<file path="src/sv/cprt_ram.sv">
// Generic single-write, single-read RAM with registered read data.
`default_nettype none
module cprt_ram #(
    parameter int  WIDTH = 8,
    parameter int  DEPTH = 64,
    localparam int AW    = (DEPTH > 1) ? $clog2(DEPTH) : 1
) (
    input  wire logic             aclk,
    input  wire logic             we,
    input  wire logic [AW-1:0]    waddr,
    input  wire logic [WIDTH-1:0] wdata,
    input  wire logic             re,
    input  wire logic [AW-1:0]    raddr,
    output logic      [WIDTH-1:0] rdata
);

    logic [WIDTH-1:0] mem [DEPTH];
    logic [WIDTH-1:0] rd_data_reg;

    // write port
    always_ff @(posedge aclk) begin
        if (we) begin
            mem[waddr] <= wdata;
        end
    end

    // registered read port
    always_ff @(posedge aclk) begin
        if (re) begin
            rd_data_reg <= mem[raddr];
        end
    end

    assign rdata = rd_data_reg;

endmodule : cprt_ram
`default_nettype wire

</file>
<file path="config.mk">
export PLATFORM = sky130hd
export DESIGN_NAME = cprt_ram
export DESIGN_NICKNAME = d
export VERILOG_FILES = /design/src/sv/cprt_ram.sv
export SDC_FILE = /design/constraint.sdc
export NUM_CORES = 1
export LEC_CHECK = 0
export BUFFER_PORTS_ARGS = -buffer_cell sky130_fd_sc_hd__buf_2
export CORE_MARGIN = 2
export CORE_UTILIZATION = 40
export DETAILED_ROUTE_END_ITERATION = 16
export GPL_TIMING_DRIVEN = 0
export PLACE_DENSITY = 0.58
export SLEW_MARGIN = 10
export SYNTH_ARGS = -nofsm -noshare
export SYNTH_HDL_FRONTEND = slang
export SYNTH_SLANG_ARGS = --single-unit
</file>
<file path="constraint.sdc">
create_clock -name aclk -period 1.8 [get_ports aclk]
set_input_delay 0.09 -clock aclk [delete_from_list [all_inputs] [get_ports aclk]]
set_output_delay 0.09 -clock aclk [all_outputs]
set_load 0.02 [all_outputs]
</file>
==> results of run 1 <==
[final cells by class]
| class | count | area [um2] | share of cell area [%] |
|---|---|---|---|
| Clock buffer | 63 | 1360 | 5.84 |
| Multi-Input combinational cell | 369 | 4730 | 20.3 |
| Clock inverter | 34 | 279 | 1.20 |
| Buffer | 51 | 350 | 1.50 |
| Sequential cell | 520 | 15600 | 66.9 |
| Tap cell | 672 | 841 | 3.60 |
| Timing Repair Buffer | 25 | 160 | 0.686 |
| Antenna cell | 1 | 2.50 | 0.0107 |
[per-layer routing]
metal	part of all wire, %	vias to the layer above	global-route usage [%]
li1	-	4108	-
met1	42	5155	26.7
met2	48	411	29.5
met3	7.9	80	4.67
met4	2.4	2	5.48
met5	0.039	-	0
[flip-flops by register name (all words and copies together) (netlist names)]
| signal | count |
|---|---|
| rdata | 8 |
| mem | 512 |
[synth_stat cells, drive strengths merged, types with 3 or more instances]
cell type	number	area, um2
edfxtp	520	15600
mux4	126	2840
nor2	83	312
buf	34	253
mux2i	23	230
nand2	19	71.3
clkbuf	17	63.8
nor2b	14	87.6
mux2	13	146
nand3	13	65.1
o221ai	8	70.1
o22ai	8	50.1
nand2b	7	43.8
nor3	7	35.0
a221oi	6	52.6
a211oi	4	30.0
o21ai	4	20.0
a21oi	3	15.0
a22oi	3	22.5
nand3b	3	22.5
o2111ai	3	26.3
o2bb2ai	3	26.3
[placed cells by master, fill, tap and decap left out, types with 4 or more instances in the layout]
master	netlist	final
edfxtp_1	520	520
mux4_2	126	126
clkbuf_16	0	53
nor2_1	83	38
nor2_2	0	34
buf_2	11	26
mux2i_1	23	23
clkbuf_1	17	21
buf_4	13	20
nand2_1	19	18
clkinv_1	0	17
nor2b_1	14	14
mux2_2	13	11
nor2_4	0	11
nand3_1	13	10
clkinv_2	0	9
nand2b_1	7	7
o221ai_1	8	7
clkbuf_2	0	6
o22ai_1	8	6
a211oi_1	4	4
bufinv_16	0	4
[report_power, final]
| group | switching (W) | internal, W | leakage (nW) | total [W] |
|---|---|---|---|---|
| Clock | 0.00453 | 0.00597 | 0.806 | 0.0105 |
| Sequential | 0.0000205 | 0.0134 | 4.69 | 0.0135 |
| Combinational | 0.000947 | 0.000524 | 1.65 | 0.00147 |
[path summary, 6_finish.rpt]
check                           cells after the start  startpoint          to  slack, ns
worst min-delay path                                1    wdata[1]  mem[56][1]       0.06
worst max-delay path                                5  mem[21][6]    rdata[6]      -0.33
worst min register to register                      4  mem[19][1]    rdata[1]       1.03
worst max register to register                      5  mem[21][6]    rdata[6]      -0.33
[kinds of logic after synthesis]
kind of cell           synth area share, %
DFF                                   77.1
muxes                                 15.9
AOI/OAI and AO/OA                     2.06
and+or+nand+nor                       3.37
buffers and inverters                 1.56
[metrics by stage]
stage          total power [W]  util [%]
2_1_floorplan           0.0144         -
3_3_place_gp            0.0151      42.4
3_5_place_dp            0.0151      42.4
4_1_cts                 0.0256      46.2
5_1_grt                 0.0262      46.6
6_report                0.0254      46.6
[repair_timing]
action / in CTS / in global routing
pin swaps: 3 / 3
setup endpoints to repair: 121 / 253
gates cloned: 0 / 0
endpoints found under the hold margin: 8 / 16
gates resized for setup: 54 / 51
hold buffers: 1 / 1
==> results by group, run 1 <==
Run status
  • Status: finished, violations left
  • Violations in the final reports: setup timing

STA
  • Period utilisation layout: 118%
  • Crit path time final: 2.13 ns
  • Final worst slack: -0.331 ns
  • Final Hold Fails: 0
  • Final-report setup violation count: 18
  • Slew headroom: 16.7%
  • Fin Setup TNS: -2.08 ns
  • Slew @ Worst Pin: 1.25 ns
  • Clock Skew: 0.0213 ns
  • F_max: 469 MHz
  • RSZ-0062 raised after global routing: true
  • Max-slew violations: 0
  • Hold WS: 0.0595 ns

Floorplan
  • IO Count: 31
  • Row cnt: 82
  • Core area: 50,100 um2
  • Die Y: 229 um
  • Initial core utilization: 40.4%
  • Die Footprint: 52,400 um2
  • Die Wd: 229 um

Setup path
  • Crit path required time: 2.11 ns
  • Setup crit end kind: register
  • Cell family with most CP delay: multiplexers
  • Max stage delay on crit path: 0.49 ns
  • CP bufs+invs: 0
  • Critical-path cell list: mux4_2 > mux2_4 > o221a_4 > nor3_4 > o32ai_2
  • Worst-path maximum fanout: 1
  • Worst Path Arrival: 2.44 ns
  • WS Path Type: register to register
  • Critical path startpoint category: register
  • Crit-path slowest cell: mux4_2

Clock tree
  • Post-CTS setup buffers: 0
  • CTS root buffer: clkbuf_16
  • Later-pin clock latency in the skew report: 0.61 ns
  • TritonCTS clock tree: yes
  • Sink Count: 520
  • Clk slew on worst S/H paths: 0.06 ns
  • CTS H-tree lvls: 2
  • Clock Path Buffers: 3
  • Total CTS buffers: 53

Finish
  • Area added between synthesis and finish: 15.3%
  • Fin area: 23,300 um2
  • Post-Layout Cell Count: 1,735
  • Final nets: 1,043
  • Fillcell total: 4,219
  • Layout cells sized above 1: 32.4%

Drt
  • TritonRoute pass-1 iters: 7
  • DR vias: 9,756
  • DR vias/cell: 5.62
  • DRT antenna net count: 0
  • WL final: 48,900 um
  • DR iter-0 viols: 1,029
  • Wire per inst: 28.2 um
  • Drt drc: 0

Placement
  • GPL Wtd Cong: 0.841
  • DPL Wire Length: 30,800 um
  • Area post-placement: 21,200 um2
  • PortBufs: 22
  • Dpl ws: -1.33 ns
  • Dpl cells: 1,634

Logic synthesis
  • Mapped Cells: 940
  • Syn Area/Cell: 21.5 um2
  • Synth Net Count: 963
  • Sequential-to-total area share from yosys stat: 77.1%
  • Netlist Area Pre-Place: 20,200 um2
  • Ys async rst share: 0%
  • Yosys cell types: 39
  • Ys flop type: edfxtp_1
  • Post-synth EDFFs: 520
  • Yosys Warn Count: 0
  • Yosys reg bits: 520

Power
  • Max VDD drop: 0.746 mV
  • Leakage: 7.14 nW
  • Pwr Density: 1090 nW/um2

GRT
  • Initial antenna violation count: 2
  • Largest net degree at the start of global routing: 65
  • Grt ovf: 0
  • Vias in the first global route: 10.1k
  • Tot GR Track Use: 19.0%
  • First-pass GRT wire length: 71,000 um

Job
  • Max Cap Violations: 0

Hold path
  • HP Class: input port to register
Note: power is estimated with default switching activity, not from simulation.
==> run 2, diff against run 1 <==
--- a/config.mk
+++ b/config.mk
@@ -10,7 +10,6 @@
 export CORE_UTILIZATION = 40
 export DETAILED_ROUTE_END_ITERATION = 16
 export GPL_TIMING_DRIVEN = 0
-export PLACE_DENSITY = 0.58
 export SLEW_MARGIN = 10
 export SYNTH_ARGS = -nofsm -noshare
 export SYNTH_HDL_FRONTEND = slang
==> run 2 against run 1 <==
Net effect:
- the flow still finishes with violations (setup timing)
- via count up 0.24%
- final cell count decreased by 0.12%
- fmax rose by 0.19%
- critical endpoint is now rdata[4]
- largest cell class unchanged
- largest power group unchanged
==> results by group, run 2 (synthesis results as in run 1) <==
Placement
  • PortBufs: 22 (unchanged)
  • Dpl cells: 1,634 (unchanged)
  • Dpl ws: -1.33 ns (-0.00701 ns)
  • DPL Wire Length: 30,300 um (-1.7%)
  • GPL Wtd Cong: 0.837 (-0.50%)

STA
  • Final Hold Fails: 0 (unchanged)
  • Slew @ Worst Pin: 1.22 ns (-0.0310 ns)
  • RSZ-0062 raised after global routing: true
  • Final worst slack: -0.327 ns (+0.00413 ns)
  • Slew headroom: 18.8% (+2.1 points)
  • F_max: 470 MHz (+0.19%)
  • Hold WS: 0.0839 ns (+0.0245 ns)
  • Fin Setup TNS: -2.43 ns (-0.347 ns)
  • Max-slew violations: 0 (unchanged)
  • Period utilisation layout: 118% (-0.23 points)
  • Crit path time final: 2.13 ns (-0.00413 ns)
  • Clock Skew: 0.00952 ns (-0.0118 ns)
  • Final-report setup violation count: 22 (+4)

Drt
  • Drt drc: 0 (unchanged)
  • TritonRoute pass-1 iters: 5 (-2)
  • Wire per inst: 28.1 um (-0.49%)
  • WL final: 48,600 um (-0.60%)
  • DR vias/cell: 5.64 (+0.35%)
  • DR iter-0 viols: 985 (-4.3%)
  • DRT antenna net count: 0 (unchanged)
  • DR vias: 9,779 (+0.24%)

Floorplan
  • IO Count: 31 (unchanged)
  • Row cnt: 82 (unchanged)
  • Die Footprint: 52,400 um2 (unchanged)
  • Die Y: 229 um (unchanged)
  • Die Wd: 229 um (unchanged)
  • Initial core utilization: 40.4% (unchanged)
  • Core area: 50,100 um2 (unchanged)

Setup path
  • R2r worst-path depth: 5 (unchanged)
  • CP bufs+invs: 0 (unchanged)
  • Cell family with most CP delay: multiplexers
  • Worst-path maximum fanout: 1 (unchanged)
  • WS Path Type: register to register
  • Worst Path Arrival: 2.43 ns (about the same)
  • Reg-to-reg critical path endpoint: rdata[4]
  • Crit-path slowest cell: mux4_2
  • Critical path startpoint category: register
  • Critical-path cell list: mux4_2 > mux2_4 > o221a_4 > nor3_4 > o32ai_4
  • Setup crit end kind: register
  • Crit path required time: 2.10 ns (about the same)
  • Max stage delay on crit path: 0.49 ns (about the same)
  • RR Startpoint: mem[21][4]
  • R2R setup slack: -0.33 ns (about the same)

Clock tree
  • Clk slew on worst S/H paths: 0.06 ns (about the same)
  • Sink Count: 520 (unchanged)
  • Later-pin clock latency in the skew report: 0.59 ns (-0.02 ns)
  • Clock Path Buffers: 3 (unchanged)
  • TritonCTS clock tree: yes
  • Total CTS buffers: 52 (-1.9%)
  • CTS H-tree lvls: 2 (unchanged)
  • CTS root buffer: clkbuf_16

Hold path
  • WHS Path Cells: 1 (unchanged)
  • HP Start: wdata[5]
  • Hold EP: mem[18][5]
  • HP Class: input port to register

GRT
  • Vias in the first global route: 9,933 (-1.8%)
  • Largest net degree at the start of global routing: 65 (unchanged)
  • Initial antenna violation count: 0 (-2)
  • Tot GR Track Use: 18.8% (-0.13 points)
  • First-pass GRT wire length: 70,800 um (-0.31%)
  • Grt ovf: 0 (unchanged)

Finish
  • Most frequent cells in the layout: edfxtp_1, mux4_2, clkbuf_16
  • Fillcell total: 4,202 (-0.40%)
  • Area added between synthesis and finish: 15.7%
  • Commonest non-fill, non-tap cell in the layout: edfxtp_1
  • Ant. Diodes: 0 (-1)
  • Layout cells sized above 1: 32.6% (+0.22 points)
  • Most flop-heavy register: mem
  • Max FFs per register: 512 (unchanged)
  • Core Util, Final: 46.8% (+0.18 points)
  • Post-Layout Cell Count: 1,733 (-0.12%)
  • Final nets: 1,043 (unchanged)

Power
  • Reg power frac: 51.5% (-1.4 points)
  • Pwr Density: 1110 nW/um2 (+2.3%)
  • Clock network power share: 42.9% (+1.6 points)
  • Gate power share: 5.6% (-0.2 points)
  • Sw frac: 21.1% (-0.58 points)
  • Cell internal pwr: 0.0206 W (+3.4%)
  • Max VDD drop: 0.823 mV (+10%)
  • Sw power: 0.00550 W (about the same)
  • Leakage: 7.19 nW (+0.69%)

Run status
  • Violations in the final reports: setup timing
  • Status: finished, violations left

Job
  • Max Cap Violations: 0 (unchanged)
==> run 2: repair_timing <==
item	4_1_cts	5_1_grt
setup endpoints to repair	152	245
pin swaps	1	2
endpoints found under the hold margin	8	16
gates cloned	0	0
hold buffers	1	1
buffers inserted	0	1
resized for setup	61	35
==> run 2: worst max-delay path by stage <==
stage | startpoint | end | slack (ns) | cells past startpoint
2_1_floorplan | raddr[0] | rdata[7] | 0.004 | 7
3_3_place_gp | raddr[2] | rdata[5] | -1.32 | 7
3_5_place_dp | raddr[2] | rdata[5] | -1.33 | 7
4_1_cts | mem[21][4] | rdata[4] | -0.31 | 5
5_1_grt | mem[20][6] | rdata[6] | -0.35 | 5
6_report | mem[21][4] | rdata[4] | -0.33 | 5
==> run 2: power by group through the flow <==
stage	Sequential (W)	Clock, W	Combinational, W
2_1_floorplan	0.0137	0	0.000722
3_3_place_gp	0.0137	0	0.00133
3_5_place_dp	0.0137	0	0.00135
4_1_cts	0.0135	0.0114	0.00143
5_1_grt	0.0135	0.0118	0.00155
6_report	0.0134	0.0112	0.00147
==> run 2: layer usage <==
metal  GRT usage, %  share of wire (%)
met5              0                  0
met4           5.82                2.5
met3           3.56                7.0
met2           30.0                 48
met1           26.5                 42
==> run 2: stage by stage <==
step                instance area, um2  total power (W)
floorplan                        20300           0.0144
global placement                 21200           0.0150
detailed placement               21200           0.0151
CTS                              23300           0.0262
global route                     23400           0.0268
finish                           23400           0.0261
==> run 2: cell type report <==
cell class	count	area, um2	area share (%)
Clock inverter	37	410	1.75
Buffer	51	349	1.49
Timing Repair Buffer	26	170	0.726
Tap cell	672	841	3.59
Multi-Input combinational cell	369	4700	20.1
Clock buffer	58	1350	5.74
Sequential cell	520	15600	66.6
